## src/hw/rtl/selective_repeat_sender_window_unit_macros.svh

```systemverilog
// Assertion helpers shared by the sender window modules.
`ifndef SELECTIVE_REPEAT_SENDER_WINDOW_UNIT_MACROS_SVH
`define SELECTIVE_REPEAT_SENDER_WINDOW_UNIT_MACROS_SVH

// The consequent must hold in the same cycle as the antecedent.
`define SRSW_ASSERT_SAME(name, ante, cons) \
  name: assert property (@(posedge clk_i) disable iff (!rst_ni) (ante) |-> (cons)) \
    else $error("sender window check failed");

// The consequent must hold in the cycle after the antecedent.
`define SRSW_ASSERT_NEXT(name, ante, cons) \
  name: assert property (@(posedge clk_i) disable iff (!rst_ni) (ante) |=> (cons)) \
    else $error("sender window check failed");

`endif

```

## src/hw/rtl/srsw_pkg.sv

```systemverilog
package srsw_pkg;

  localparam int OpW     = 2;
  localparam int StatusW = 3;
  localparam int WinW    = 4;
  localparam int RetryW  = 8;
  localparam int DataW   = 32;
  localparam int AddrW   = 3;

  localparam logic [WinW-1:0]   WindowLimit  = 4'd8;
  localparam logic [WinW-1:0]   WindowReset  = 4'd4;
  localparam logic [RetryW-1:0] RetriesReset = 8'd10;
  localparam logic [RetryW-1:0] RetryMax     = 8'd255;

  localparam logic [0:0] RegWindow  = 1'b0;
  localparam logic [0:0] RegRetries = 1'b1;

  localparam logic [OpW-1:0] OpNew     = 2'd0;
  localparam logic [OpW-1:0] OpEnd     = 2'd1;
  localparam logic [OpW-1:0] OpAck     = 2'd2;
  localparam logic [OpW-1:0] OpTimeout = 2'd3;

  localparam logic [StatusW-1:0] StSent     = 3'd0;
  localparam logic [StatusW-1:0] StRefused  = 3'd1;
  localparam logic [StatusW-1:0] StAckTaken = 3'd2;
  localparam logic [StatusW-1:0] StIgnored  = 3'd3;
  localparam logic [StatusW-1:0] StResent   = 3'd4;
  localparam logic [StatusW-1:0] StHalted   = 3'd5;
  localparam logic [StatusW-1:0] StFinished = 3'd6;
  localparam logic [StatusW-1:0] StEndNoted = 3'd7;

  typedef struct packed {
    logic capture;
    logic exec;
    logic walk;
    logic emit;
  } cmd_t;

  typedef struct packed {
    logic need_walk;
    logic walk_go;
    logic out_free;
  } sts_t;

endpackage

```

## src/hw/rtl/srsw_in_if.sv

```systemverilog
interface srsw_in_if #(
  parameter int SeqW = 4
) ();
  import srsw_pkg::*;

  logic             valid;
  logic             ready;
  logic [OpW-1:0]   opcode;
  logic [SeqW-1:0]  seq;
  logic             ack_intact;

  modport source (output valid, opcode, seq, ack_intact, input ready);
  modport sink   (input valid, opcode, seq, ack_intact, output ready);
endinterface

```

## src/hw/rtl/srsw_out_if.sv

```systemverilog
interface srsw_out_if #(
  parameter int SeqW = 4
) ();
  import srsw_pkg::*;

  logic               valid;
  logic               ready;
  logic [StatusW-1:0] status;
  logic [SeqW-1:0]    seq_out;
  logic               transmit;
  logic               start_timer;
  logic               stop_timer;
  logic [SeqW-1:0]    window_base_out;
  logic [SeqW-1:0]    next_seq_out;
  logic [RetryW-1:0]  retry_count_out;

  modport source (output valid, status, seq_out, transmit, start_timer, stop_timer,
                  window_base_out, next_seq_out, retry_count_out, input ready);
  modport sink   (input valid, status, seq_out, transmit, start_timer, stop_timer,
                  window_base_out, next_seq_out, retry_count_out, output ready);
endinterface

```

## src/hw/rtl/selective_repeat_sender_window_unit.sv

```systemverilog
// Channel  Direction  Carries
// req_i    in         opcode, seq, ack_intact
// res_o    out        status, seq_out, transmit, start_timer, stop_timer,
//                     window_base_out, next_seq_out, retry_count_out
// apb      in/out     window_size at 0x0, max_retries at 0x4
//
// A request passes through the accept, execute and emit steps; its result is loaded into
// the output register at the emit step.
// An intact acknowledgement of the window base adds walk steps, in which the base slides
// over early-acknowledged numbers, up to the effective window size (at most 8).
// The base slide uses one bitmap lookup per cycle. A new request is taken while the
// previous result still waits; a stalled result holds the block before its next result.
// Reset clears the window, the bitmap and the protocol flags at once; no clearing pass.
module selective_repeat_sender_window_unit #(
  parameter int SEQ_SPACE = 16
) (
  input  logic                        clk_i,
  input  logic                        rst_ni,
  srsw_in_if.sink                     req_i,
  srsw_out_if.source                  res_o,
  input  logic                        psel,
  input  logic                        penable,
  input  logic                        pwrite,
  input  logic [srsw_pkg::AddrW-1:0]  paddr,
  input  logic [srsw_pkg::DataW-1:0]  pwdata,
  output logic [srsw_pkg::DataW-1:0]  prdata,
  output logic                        pready
);
  import srsw_pkg::*;

  localparam int SeqW = $clog2(SEQ_SPACE);

  cmd_t              cmd;
  sts_t              sts;
  logic [WinW-1:0]   window_size;
  logic [RetryW-1:0] max_retries;

  srsw_regs u_regs (
    .clk_i         (clk_i),
    .rst_ni        (rst_ni),
    .psel          (psel),
    .penable       (penable),
    .pwrite        (pwrite),
    .paddr         (paddr),
    .pwdata        (pwdata),
    .prdata        (prdata),
    .pready        (pready),
    .window_size_o (window_size),
    .max_retries_o (max_retries)
  );

  srsw_ctrl u_ctrl (
    .clk_i      (clk_i),
    .rst_ni     (rst_ni),
    .in_valid_i (req_i.valid),
    .in_ready_o (req_i.ready),
    .sts_i      (sts),
    .cmd_o      (cmd)
  );

  srsw_dpath #(
    .SEQ_SPACE (SEQ_SPACE),
    .SeqW      (SeqW)
  ) u_dpath (
    .clk_i             (clk_i),
    .rst_ni            (rst_ni),
    .cmd_i             (cmd),
    .sts_o             (sts),
    .window_size_i     (window_size),
    .max_retries_i     (max_retries),
    .opcode_i          (req_i.opcode),
    .seq_i             (req_i.seq),
    .ack_intact_i      (req_i.ack_intact),
    .out_ready_i       (res_o.ready),
    .out_valid_o       (res_o.valid),
    .status_o          (res_o.status),
    .seq_out_o         (res_o.seq_out),
    .transmit_o        (res_o.transmit),
    .start_timer_o     (res_o.start_timer),
    .stop_timer_o      (res_o.stop_timer),
    .window_base_out_o (res_o.window_base_out),
    .next_seq_out_o    (res_o.next_seq_out),
    .retry_count_out_o (res_o.retry_count_out)
  );

endmodule

```

## src/hw/rtl/srsw_regs.sv

```systemverilog
module srsw_regs (
  input  logic                          clk_i,
  input  logic                          rst_ni,
  input  logic                          psel,
  input  logic                          penable,
  input  logic                          pwrite,
  input  logic [srsw_pkg::AddrW-1:0]    paddr,
  input  logic [srsw_pkg::DataW-1:0]    pwdata,
  output logic [srsw_pkg::DataW-1:0]    prdata,
  output logic                          pready,
  output logic [srsw_pkg::WinW-1:0]     window_size_o,
  output logic [srsw_pkg::RetryW-1:0]   max_retries_o
);
  import srsw_pkg::*;

  logic [WinW-1:0]   window_size_q, window_size_d;
  logic [RetryW-1:0] max_retries_q, max_retries_d;
  logic              wr_en;
  logic [0:0]        reg_idx;

  assign pready  = 1'b1;
  assign wr_en   = psel & penable & pwrite;
  assign reg_idx = paddr[AddrW-1:AddrW-1];

  always_comb begin
    window_size_d = window_size_q;
    max_retries_d = max_retries_q;
    if (wr_en) begin
      case (reg_idx)
        RegWindow:  window_size_d = pwdata[WinW-1:0];
        RegRetries: max_retries_d = pwdata[RetryW-1:0];
        default:    ;
      endcase
    end
  end

  always_comb begin
    case (reg_idx)
      RegWindow:  prdata = DataW'(window_size_q);
      RegRetries: prdata = DataW'(max_retries_q);
      default:    prdata = '0;
    endcase
  end

  always_ff @(posedge clk_i or negedge rst_ni) begin
    if (!rst_ni) begin
      window_size_q <= WindowReset;
      max_retries_q <= RetriesReset;
    end else begin
      window_size_q <= window_size_d;
      max_retries_q <= max_retries_d;
    end
  end

  assign window_size_o = window_size_q;
  assign max_retries_o = max_retries_q;

endmodule

```

## src/hw/rtl/srsw_ctrl.sv

```systemverilog
`include "selective_repeat_sender_window_unit_macros.svh"

module srsw_ctrl (
  input  logic           clk_i,
  input  logic           rst_ni,
  input  logic           in_valid_i,
  output logic           in_ready_o,
  input  srsw_pkg::sts_t sts_i,
  output srsw_pkg::cmd_t cmd_o
);
  import srsw_pkg::*;

  localparam logic [1:0] SIdle = 2'd0;
  localparam logic [1:0] SExec = 2'd1;
  localparam logic [1:0] SWalk = 2'd2;
  localparam logic [1:0] SEmit = 2'd3;

  logic [1:0] state_q, state_d;
  logic [3:0] cmd_vec;

  always_comb begin
    state_d    = state_q;
    in_ready_o = 1'b0;
    cmd_o      = '0;
    case (state_q)
      SIdle: begin
        in_ready_o = 1'b1;
        if (in_valid_i) begin
          cmd_o.capture = 1'b1;
          state_d       = SExec;
        end
      end
      SExec: begin
        cmd_o.exec = 1'b1;
        state_d    = sts_i.need_walk ? SWalk : SEmit;
      end
      SWalk: begin
        cmd_o.walk = 1'b1;
        if (!sts_i.walk_go) begin
          state_d = SEmit;
        end
      end
      SEmit: begin
        if (sts_i.out_free) begin
          cmd_o.emit = 1'b1;
          state_d    = SIdle;
        end
      end
      default: state_d = SIdle;
    endcase
  end

  always_ff @(posedge clk_i or negedge rst_ni) begin
    if (!rst_ni) begin
      state_q <= SIdle;
    end else begin
      state_q <= state_d;
    end
  end

  assign cmd_vec = {cmd_o.capture, cmd_o.exec, cmd_o.walk, cmd_o.emit};

  `SRSW_ASSERT_SAME(a_one_cmd, 1'b1, $onehot0(cmd_vec))
  `SRSW_ASSERT_NEXT(a_accept_exec, in_valid_i && in_ready_o, state_q == SExec)
  `SRSW_ASSERT_SAME(a_walk_entry, state_q == SWalk,
                    $past(state_q) == SExec || $past(state_q) == SWalk)

endmodule

```

## src/hw/rtl/srsw_dpath.sv

```systemverilog
`include "selective_repeat_sender_window_unit_macros.svh"

module srsw_dpath #(
  parameter int SEQ_SPACE = 16,
  parameter int SeqW      = 4
) (
  input  logic                           clk_i,
  input  logic                           rst_ni,
  input  srsw_pkg::cmd_t                 cmd_i,
  output srsw_pkg::sts_t                 sts_o,
  input  logic [srsw_pkg::WinW-1:0]      window_size_i,
  input  logic [srsw_pkg::RetryW-1:0]    max_retries_i,
  input  logic [srsw_pkg::OpW-1:0]       opcode_i,
  input  logic [SeqW-1:0]                seq_i,
  input  logic                           ack_intact_i,
  input  logic                           out_ready_i,
  output logic                           out_valid_o,
  output logic [srsw_pkg::StatusW-1:0]   status_o,
  output logic [SeqW-1:0]                seq_out_o,
  output logic                           transmit_o,
  output logic                           start_timer_o,
  output logic                           stop_timer_o,
  output logic [SeqW-1:0]                window_base_out_o,
  output logic [SeqW-1:0]                next_seq_out_o,
  output logic [srsw_pkg::RetryW-1:0]    retry_count_out_o
);
  import srsw_pkg::*;

  localparam int CmpW = (SeqW > WinW) ? SeqW : WinW;
  localparam int WinCapI = (8 < SEQ_SPACE - 1) ? 8 : SEQ_SPACE - 1;
  localparam logic [WinW-1:0] WinCap = WinCapI[WinW-1:0];
  localparam logic [SeqW:0] SpaceW = SEQ_SPACE[SeqW:0];
  localparam logic [SeqW-1:0] SeqLast = SEQ_SPACE'(SEQ_SPACE - 1) > 0 ?
                                        SeqW'(SEQ_SPACE - 1) : '0;

  function automatic logic [SeqW-1:0] seq_inc(input logic [SeqW-1:0] v);
    return (v == SeqLast) ? '0 : v + 1'b1;
  endfunction

  function automatic logic [SeqW-1:0] seq_dist(input logic [SeqW-1:0] from,
                                               input logic [SeqW-1:0] to);
    logic [SeqW:0] wide;
    wide = {1'b0, to} + SpaceW - {1'b0, from};
    return (to >= from) ? (to - from) : wide[SeqW-1:0];
  endfunction

  // Protocol state.
  logic [SeqW-1:0]      base_q, base_d, next_q, next_d;
  logic [SEQ_SPACE-1:0] early_q, early_d;
  logic [RetryW-1:0]    rc_q, rc_d;
  logic                 drain_q, drain_d, ended_q, ended_d, halted_q, halted_d;

  // Captured request and the result under construction.
  logic [OpW-1:0]       op_q, op_d;
  logic [SeqW-1:0]      seq_q, seq_d;
  logic                 intact_q, intact_d;
  logic [StatusW-1:0]   res_status_q, res_status_d;
  logic [SeqW-1:0]      res_seq_q, res_seq_d;
  logic                 res_tx_q, res_tx_d, res_st_q, res_st_d, res_sp_q, res_sp_d;
  logic [WinW-1:0]      walk_cnt_q, walk_cnt_d;

  // Output register.
  logic                 out_valid_q, out_valid_d;
  logic [StatusW-1:0]   o_status_q, o_status_d;
  logic [SeqW-1:0]      o_seq_q, o_seq_d, o_base_q, o_base_d, o_next_q, o_next_d;
  logic                 o_tx_q, o_tx_d, o_st_q, o_st_d, o_sp_q, o_sp_d;
  logic [RetryW-1:0]    o_rc_q, o_rc_d;

  logic [WinW-1:0]      win_eff;
  logic [SeqW-1:0]      outst;
  logic                 seq_ok, seq_outst, seq_early, finished, room;
  logic [RetryW-1:0]    rc_inc;

  always_comb begin
    if (window_size_i == '0) begin
      win_eff = WinW'(1);
    end else if (window_size_i > WinCap) begin
      win_eff = WinCap;
    end else begin
      win_eff = window_size_i;
    end
  end

  assign outst     = seq_dist(base_q, next_q);
  assign seq_ok    = {1'b0, seq_q} < SpaceW;
  assign seq_outst = seq_ok && (seq_dist(base_q, seq_q) < outst);
  assign seq_early = seq_ok && early_q[seq_q];
  assign finished  = ended_q && (outst == '0);
  assign room      = CmpW'(outst) < CmpW'(win_eff);
  assign rc_inc    = (rc_q == RetryMax) ? RetryMax : rc_q + 1'b1;

  assign sts_o.need_walk = !halted_q && !finished && (op_q == OpAck) && intact_q &&
                           seq_outst && (seq_q == base_q);
  assign sts_o.walk_go   = (walk_cnt_q < win_eff) && (base_q != next_q) && early_q[base_q];
  assign sts_o.out_free  = !out_valid_q || out_ready_i;

  always_comb begin
    base_d       = base_q;
    next_d       = next_q;
    early_d      = early_q;
    rc_d         = rc_q;
    drain_d      = drain_q;
    ended_d      = ended_q;
    halted_d     = halted_q;
    op_d         = op_q;
    seq_d        = seq_q;
    intact_d     = intact_q;
    res_status_d = res_status_q;
    res_seq_d    = res_seq_q;
    res_tx_d     = res_tx_q;
    res_st_d     = res_st_q;
    res_sp_d     = res_sp_q;
    walk_cnt_d   = walk_cnt_q;
    out_valid_d  = out_valid_q;
    o_status_d   = o_status_q;
    o_seq_d      = o_seq_q;
    o_tx_d       = o_tx_q;
    o_st_d       = o_st_q;
    o_sp_d       = o_sp_q;
    o_base_d     = o_base_q;
    o_next_d     = o_next_q;
    o_rc_d       = o_rc_q;

    if (cmd_i.capture) begin
      op_d     = opcode_i;
      seq_d    = seq_i;
      intact_d = ack_intact_i;
    end

    if (cmd_i.exec) begin
      res_seq_d  = '0;
      res_tx_d   = 1'b0;
      res_st_d   = 1'b0;
      res_sp_d   = 1'b0;
      walk_cnt_d = '0;
      if (halted_q) begin
        res_status_d = StHalted;
      end else if (finished) begin
        res_status_d = StFinished;
      end else begin
        case (op_q)
          OpNew: begin
            if (!drain_q && !ended_q && room) begin
              res_status_d    = StSent;
              res_seq_d       = next_q;
              res_tx_d        = 1'b1;
              res_st_d        = 1'b1;
              early_d[next_q] = 1'b0;
              next_d          = seq_inc(next_q);
            end else begin
              res_status_d = StRefused;
              if (!room) begin
                drain_d = 1'b1;
              end
            end
          end
          OpEnd: begin
            ended_d      = 1'b1;
            drain_d      = 1'b1;
            res_status_d = (outst == '0) ? StFinished : StEndNoted;
          end
          OpAck: begin
            rc_d      = '0;
            res_seq_d = seq_q;
            if (intact_q && seq_outst) begin
              res_status_d = StAckTaken;
              res_sp_d     = 1'b1;
              if (seq_q == base_q) begin
                base_d = seq_inc(base_q);
              end else begin
                early_d[seq_q] = 1'b1;
              end
            end else begin
              res_status_d = StIgnored;
            end
          end
          OpTimeout: begin
            res_seq_d = seq_q;
            if (seq_outst && !seq_early) begin
              res_status_d = StResent;
              res_tx_d     = 1'b1;
              res_st_d     = 1'b1;
              rc_d         = rc_inc;
              if (rc_inc >= max_retries_i) begin
                halted_d     = 1'b1;
                res_status_d = StHalted;
              end
            end else begin
              res_status_d = StIgnored;
            end
          end
          default: res_status_d = StIgnored;
        endcase
      end
    end

    if (cmd_i.walk) begin
      if (sts_o.walk_go) begin
        early_d[base_q] = 1'b0;
        base_d          = seq_inc(base_q);
        walk_cnt_d      = walk_cnt_q + 1'b1;
      end else if (base_q == next_q) begin
        drain_d = 1'b0;
        if (ended_q) begin
          res_status_d = StFinished;
        end
      end
    end

    if (cmd_i.emit) begin
      out_valid_d = 1'b1;
      o_status_d  = res_status_q;
      o_seq_d     = res_seq_q;
      o_tx_d      = res_tx_q;
      o_st_d      = res_st_q;
      o_sp_d      = res_sp_q;
      o_base_d    = base_q;
      o_next_d    = next_q;
      o_rc_d      = rc_q;
    end else if (out_ready_i) begin
      out_valid_d = 1'b0;
    end
  end

  always_ff @(posedge clk_i or negedge rst_ni) begin
    if (!rst_ni) begin
      base_q      <= '0;
      next_q      <= '0;
      early_q     <= '0;
      rc_q        <= '0;
      drain_q     <= 1'b0;
      ended_q     <= 1'b0;
      halted_q    <= 1'b0;
      walk_cnt_q  <= '0;
      out_valid_q <= 1'b0;
    end else begin
      base_q      <= base_d;
      next_q      <= next_d;
      early_q     <= early_d;
      rc_q        <= rc_d;
      drain_q     <= drain_d;
      ended_q     <= ended_d;
      halted_q    <= halted_d;
      walk_cnt_q  <= walk_cnt_d;
      out_valid_q <= out_valid_d;
    end
  end

  always_ff @(posedge clk_i) begin
    op_q         <= op_d;
    seq_q        <= seq_d;
    intact_q     <= intact_d;
    res_status_q <= res_status_d;
    res_seq_q    <= res_seq_d;
    res_tx_q     <= res_tx_d;
    res_st_q     <= res_st_d;
    res_sp_q     <= res_sp_d;
    o_status_q   <= o_status_d;
    o_seq_q      <= o_seq_d;
    o_tx_q       <= o_tx_d;
    o_st_q       <= o_st_d;
    o_sp_q       <= o_sp_d;
    o_base_q     <= o_base_d;
    o_next_q     <= o_next_d;
    o_rc_q       <= o_rc_d;
  end

  assign out_valid_o       = out_valid_q;
  assign status_o          = o_status_q;
  assign seq_out_o         = o_seq_q;
  assign transmit_o        = o_tx_q;
  assign start_timer_o     = o_st_q;
  assign stop_timer_o      = o_sp_q;
  assign window_base_out_o = o_base_q;
  assign next_seq_out_o    = o_next_q;
  assign retry_count_out_o = o_rc_q;

  `SRSW_ASSERT_SAME(a_walk_bound, cmd_i.walk, walk_cnt_q <= win_eff)
  `SRSW_ASSERT_NEXT(a_halt_sticky, halted_q, halted_q)
  `SRSW_ASSERT_NEXT(a_emit_valid, cmd_i.emit, out_valid_q)

endmodule

```

## src/flat_wrapper.sv

```systemverilog
// flat-port wrapper written by rule: the top's interface ports become plain ports
module selective_repeat_sender_window_unit_flat import srsw_pkg::*;
#(
  parameter int SEQ_SPACE = 16
)
  (clk_i, rst_ni, psel, penable, pwrite, paddr, pwdata, prdata, pready, req_i_valid, req_i_opcode, req_i_seq, req_i_ack_intact, req_i_ready, res_o_valid, res_o_status, res_o_seq_out, res_o_transmit, res_o_start_timer, res_o_stop_timer, res_o_window_base_out, res_o_next_seq_out, res_o_retry_count_out, res_o_ready);
  srsw_in_if #(.SeqW(4)) req_i_i ();
  srsw_out_if #(.SeqW(4)) res_o_i ();
  input  logic clk_i;
  input  logic rst_ni;
  input  logic psel;
  input  logic penable;
  input  logic pwrite;
  input  logic [srsw_pkg::AddrW-1:0] paddr;
  input  logic [srsw_pkg::DataW-1:0] pwdata;
  output logic [srsw_pkg::DataW-1:0] prdata;
  output logic pready;
  input wire logic [$bits(req_i_i.valid)-1:0] req_i_valid;
  input wire logic [$bits(req_i_i.opcode)-1:0] req_i_opcode;
  input wire logic [$bits(req_i_i.seq)-1:0] req_i_seq;
  input wire logic [$bits(req_i_i.ack_intact)-1:0] req_i_ack_intact;
  output wire logic [$bits(req_i_i.ready)-1:0] req_i_ready;
  output wire logic [$bits(res_o_i.valid)-1:0] res_o_valid;
  output wire logic [$bits(res_o_i.status)-1:0] res_o_status;
  output wire logic [$bits(res_o_i.seq_out)-1:0] res_o_seq_out;
  output wire logic [$bits(res_o_i.transmit)-1:0] res_o_transmit;
  output wire logic [$bits(res_o_i.start_timer)-1:0] res_o_start_timer;
  output wire logic [$bits(res_o_i.stop_timer)-1:0] res_o_stop_timer;
  output wire logic [$bits(res_o_i.window_base_out)-1:0] res_o_window_base_out;
  output wire logic [$bits(res_o_i.next_seq_out)-1:0] res_o_next_seq_out;
  output wire logic [$bits(res_o_i.retry_count_out)-1:0] res_o_retry_count_out;
  input wire logic [$bits(res_o_i.ready)-1:0] res_o_ready;
  assign req_i_i.valid = req_i_valid;
  assign req_i_i.opcode = req_i_opcode;
  assign req_i_i.seq = req_i_seq;
  assign req_i_i.ack_intact = req_i_ack_intact;
  assign req_i_ready = req_i_i.ready;
  assign res_o_valid = res_o_i.valid;
  assign res_o_status = res_o_i.status;
  assign res_o_seq_out = res_o_i.seq_out;
  assign res_o_transmit = res_o_i.transmit;
  assign res_o_start_timer = res_o_i.start_timer;
  assign res_o_stop_timer = res_o_i.stop_timer;
  assign res_o_window_base_out = res_o_i.window_base_out;
  assign res_o_next_seq_out = res_o_i.next_seq_out;
  assign res_o_retry_count_out = res_o_i.retry_count_out;
  assign res_o_i.ready = res_o_ready;
  selective_repeat_sender_window_unit #(.SEQ_SPACE(SEQ_SPACE)) u_core (.clk_i(clk_i), .rst_ni(rst_ni), .req_i(req_i_i), .res_o(res_o_i), .psel(psel), .penable(penable), .pwrite(pwrite), .paddr(paddr), .pwdata(pwdata), .prdata(prdata), .pready(pready));
endmodule
```

## config.mk

```make
export PLATFORM = sky130hd
export DESIGN_NAME = selective_repeat_sender_window_unit_flat
export DESIGN_NICKNAME = d
export VERILOG_FILES = /design/src/hw/rtl/srsw_pkg.sv /design/src/hw/rtl/srsw_in_if.sv /design/src/hw/rtl/srsw_out_if.sv /design/src/hw/rtl/selective_repeat_sender_window_unit.sv /design/src/hw/rtl/srsw_regs.sv /design/src/hw/rtl/srsw_ctrl.sv /design/src/hw/rtl/srsw_dpath.sv /design/src/flat_wrapper.sv
export VERILOG_INCLUDE_DIRS = /design/src /design/src/hw/rtl
export SDC_FILE = /design/constraint.sdc
export NUM_CORES = 1
export LEC_CHECK = 0
export BUFFER_PORTS_ARGS = -buffer_cell sky130_fd_sc_hd__clkbuf_2
export CELL_PAD_IN_SITES_DETAIL_PLACEMENT = 1
export CELL_PAD_IN_SITES_GLOBAL_PLACEMENT = 1
export CORE_MARGIN = 1
export CORE_UTILIZATION = 45
export CTS_BUF_LIST = sky130_fd_sc_hd__clkbuf_4 sky130_fd_sc_hd__clkbuf_8
export CTS_CLUSTER_SIZE = 14
export DETAILED_ROUTE_END_ITERATION = 10
export GPL_TIMING_DRIVEN = 0
export HOLD_SLACK_MARGIN = 0.08
export PLACE_DENSITY_LB_ADDON = 0.3
export REMOVE_ABC_BUFFERS = 1
export SETUP_SLACK_MARGIN = 0.05
export SLEW_MARGIN = 10
export SYNTH_ARGS = -nofsm -noshare
export SYNTH_HDL_FRONTEND = slang
export SYNTH_HIERARCHICAL = 1
export SYNTH_SLANG_ARGS = --single-unit
```

## constraint.sdc

```tcl
create_clock -name clk_i -period 4.6 [get_ports clk_i]
set_clock_uncertainty 0.15 [all_clocks]
set_input_delay 0.46 -clock clk_i [delete_from_list [all_inputs] [get_ports clk_i]]
set_output_delay 0.46 -clock clk_i [all_outputs]
set_load 0.02 [all_outputs]
```

==> impl_results.md <==
* Core Rows at 41
* Max Cap Viol at 0
* Status: finished clean
* Final Worst Setup Slack at 357 ps
* Y dimension of the die at 116 microns
* Worst setup path category: register to register
* Most frequent standard cell in the layout excluding fill and tap cells: sky130_fd_sc_hd__clkbuf_2
* Cell chosen for the clock root: sky130_fd_sc_hd__clkbuf_8
* Area growth, synth to finish at 10.5%
* Critical path endpoint category: register
* Pre-CTS setup slack at 102 ps
* Worst slew margin at 0.378
* Top library cells by usage in the layout, fill and taps aside: 57 x sky130_fd_sc_hd__clkbuf_2, 51 x sky130_fd_sc_hd__dfrtp_1, 41 x sky130_fd_sc_hd__ha_1
* Number of optimization iterations in the first detailed-route pass at 4
* Number of global-route vias before repair at 4798
* Share of the core filled with cells in the final layout at 0.512
* Number of clock sinks seen by CTS at 95
* Total via count in the routed design at 4476
* Synth area leaders: sky130_fd_sc_hd__dfrtp_1 22%, sky130_fd_sc_hd__edfxtp_1 19%, sky130_fd_sc_hd__ha_1 8.7%, sky130_fd_sc_hd__mux2_2 3.8%, sky130_fd_sc_hd__buf_4 3.3%
* Proportion of register bits with asynchronous set or reset after synthesis at 0.568
* Yosys Warn Count at 6
* Final Cell Area at 0.00649 sq mm
* Post-DRT Antenna Nets at 0
* Req. time, crit path at 4730 ps
* Initial Utilization at 0.464
* Gate power share at 0.422
* CTS H-tree lvls at 3
* Top-level I/O count at 110
* Violation count after the first detailed-route iteration at 239
* DP Area at 0.00617 sq mm
* TritonCTS clock tree: built
* Synthesized instance count at 538
* Sequential group share of total power at 0.386
* Cell area after synthesis at 0.00588 sq mm
* Hold Vio Cnt, Final at 0
* Top_reg_cell synth: sky130_fd_sc_hd__dfrtp_1
* EDFF count, synth at 38
* Total of flip-flops plus latches after synthesis at 95
* Peak clock frequency supported by timing at 0.236 GHz
* Number of buffers created by CTS at 9
* Time the final worst path needs with I/O delays and setup at 4240 ps
* GR Overflow Total at 0
* Total length of routed wires at 15900 microns
* Largest net degree at the start of global routing at 55
* Worst-Skew Late Latency at 390 ps
* Hpwl dp at 11400 microns
* Post-layout net count at 685
* Top cell type's share of synthesized area at 0.217
* Register area at 0.00256 sq mm
* Worst path slowest cell: sky130_fd_sc_hd__dfrtp_1
* Leakage at 2.85 nW
* Internal power of the cells at 1.92 mW
* Actual transition at the worst max-transition pin at 924 ps
* Final Hold Slack at 102 ps
* Clk pwr share at 0.191
* Worst IR Drop VDD at 0.257 mV
* Wire length per cell after detailed routing at 20.6 microns
* Average cell area after synthesis at 10.9 sq um
* Setup repair after global routing missed its margin: no
* Leading area contributor after synthesis: sky130_fd_sc_hd__dfrtp_1
* Final weighted congestion in routability-driven placement at 0.828
* Sequential-to-total area share from yosys stat at 0.435
* Fin Setup TNS at 0 ps
* # diodes at 0
* Antenna violations before repair at 0
* Combined area of the multi-input logic cells at 0.00300 sq mm
* Post-detailed-route DRC marker count at 0
* Maximum buffer depth of the clock tree at 2
* Power spent charging and discharging nets at 1.41 mW
* First-pass GRT wire length at 24900 microns
* Buffers on Ports at 58
* Family of cells with the greatest summed delay on the critical path: simple AND/OR/NAND/NOR gates
* Fill cells at 1396
* Min-delay worst type: input pin to register
* Horizontal die dimension at 116 microns
* Peak fanout along the critical path at 12
* Switch share at 0.423
* Fraction of final layout cells sized beyond drive strength 1 at 0.207
* Clock transition at path regs at 90 ps
* Startpoint type of the worst setup path: register
* Total of endpoints with negative setup slack in the final report at 0
* Critical-path cell list: inv_1, ha_1, nand3b_1, and3_1, nor2_1, inv_1, ha_1, o21a_1, nor2_1, o21ai_1, nor4_4, a41oi_1, a311oi_1
* Power density over cell area at 512 mW/mm^2
* Slowest Stage Delay on Critical Path at 690 ps
* Global routing usage summed across all routing layers at 0.248
* Via/cell ratio at 5.81
* Area of the core region at 0.0127 sq mm
* Arrival time of data at the critical path endpoint at 4370 ps
* Final number of max-transition violations at 0
* Synth unique cells at 71
* Period utilisation layout at 0.922
* Worst path buffer plus inverter count at 2
* Floorplan die area at 0.0135 sq mm
==> cell type report <==
class / count / area share
tap: 172 / 0.0331
timing repair buffer: 68 / 0.0593
inverter: 30 / 0.0173
multi-input combinational: 389 / 0.462
clock inverter: 6 / 0.0145
sequential: 95 / 0.394
clock buffer: 10 / 0.0202
==> layer usage <==
metal	wire, microns	GRT usage	share of wire
met1	6630	0.301	0.42
met4	476	0.100	0.030
met5	0	0	0
met2	8120	0.434	0.51
met3	650	0.0467	0.041
==> power groups by stage <==
stage	clock network (mW)	registers [mW]	logic, mW
floorplan	0	1.36	0.850
global placement	0	1.29	1.31
detailed placement	0	1.30	1.37
CTS	0.655	1.29	1.38
global route	0.678	1.31	1.54
finish	0.637	1.28	1.40
==> stage by stage <==
| step | total power [mW] | cells |
|---|---|---|
| floorplan | 2.21 | 514 |
| global placement | 2.60 | 744 |
| detailed placement | 2.67 | 744 |
| CTS | 3.32 | 765 |
| global route | 3.53 | 770 |
| finish | 3.33 | 770 |
==> registers in the layout, summed over array words and instances, names as in the netlist, 8 cells and up <==
signal / flops
u_core/u_regs/max_retries_o: 8
u_core/u_dpath/early_q: 16
u_core/u_dpath/rc_q: 8
u_core/u_dpath/retry_count_out_o: 8
==> path summary, 6_finish.rpt <==
kind	start	to	slack, ps	cells past startpoint
min in group asynchronous	rst_ni	u_core/u_dpath/rc_q[0]	580	2
hold / removal	req_i_opcode[0]	u_core/u_dpath/op_q[0]	100	1
setup / recovery	u_core/u_dpath/base_q[1]	u_core/u_dpath/early_q[10]	360	13
hold reg to reg	u_core/u_dpath/res_seq_q[0]	u_core/u_dpath/seq_out_o[0]	280	0
setup reg to reg	u_core/u_dpath/base_q[1]	u_core/u_dpath/early_q[10]	360	13
max in group asynchronous	rst_ni	u_core/u_dpath/early_q[6]	3200	2
==> repair_timing <==
action	4_1_cts	5_1_grt
resized for setup	0	1
hold endpoints to repair	55	2
endpoints found under the setup margin	0	8
hold buffers	5	2
buffers inserted	0	3
==> logic make-up (layout without fill, tap and decap cells) <==
group	Yosys count	after routing	share of synthesized area
buffers and inverters	77	114	0.0709
adders and majority gates	43	43	0.0941
DFF	95	95	0.435
other	2	25	0.00128
AOI/OAI and AO/OA	121	121	0.152
muxes	41	41	0.0858
xor gates and xnor gates	11	11	0.0164
and+or+nand+nor	148	148	0.145
==> Yosys cell counts (4+ instances only) <==
library cell / number
sky130_fd_sc_hd__a211oi_1: 7
sky130_fd_sc_hd__ha_1: 41
sky130_fd_sc_hd__a31oi_1: 5
sky130_fd_sc_hd__a32o_1: 4
sky130_fd_sc_hd__a21oi_1: 25
sky130_fd_sc_hd__buf_2: 6
sky130_fd_sc_hd__and3_1: 15
sky130_fd_sc_hd__a221oi_1: 9
sky130_fd_sc_hd__o21ai_1: 6
sky130_fd_sc_hd__mux2_2: 20
sky130_fd_sc_hd__edfxtp_1: 38
sky130_fd_sc_hd__o21ai_0: 15
sky130_fd_sc_hd__a311oi_1: 6
sky130_fd_sc_hd__nand3_1: 12
sky130_fd_sc_hd__dfrtp_1: 51
sky130_fd_sc_hd__and2_1: 14
sky130_fd_sc_hd__nand2b_1: 11
sky130_fd_sc_hd__clkbuf_1: 11
sky130_fd_sc_hd__xnor2_1: 8
sky130_fd_sc_hd__o2111ai_1: 4
sky130_fd_sc_hd__nor2_1: 28
sky130_fd_sc_hd__nor3_1: 9
sky130_fd_sc_hd__a21o_1: 5
sky130_fd_sc_hd__mux4_2: 4
sky130_fd_sc_hd__mux2i_1: 14
sky130_fd_sc_hd__a41oi_1: 11
sky130_fd_sc_hd__inv_1: 29
sky130_fd_sc_hd__nand2_1: 31
sky130_fd_sc_hd__o21a_1: 9
sky130_fd_sc_hd__buf_4: 26
sky130_fd_sc_hd__nor4_1: 5
(Power assumes the default switching activity.)
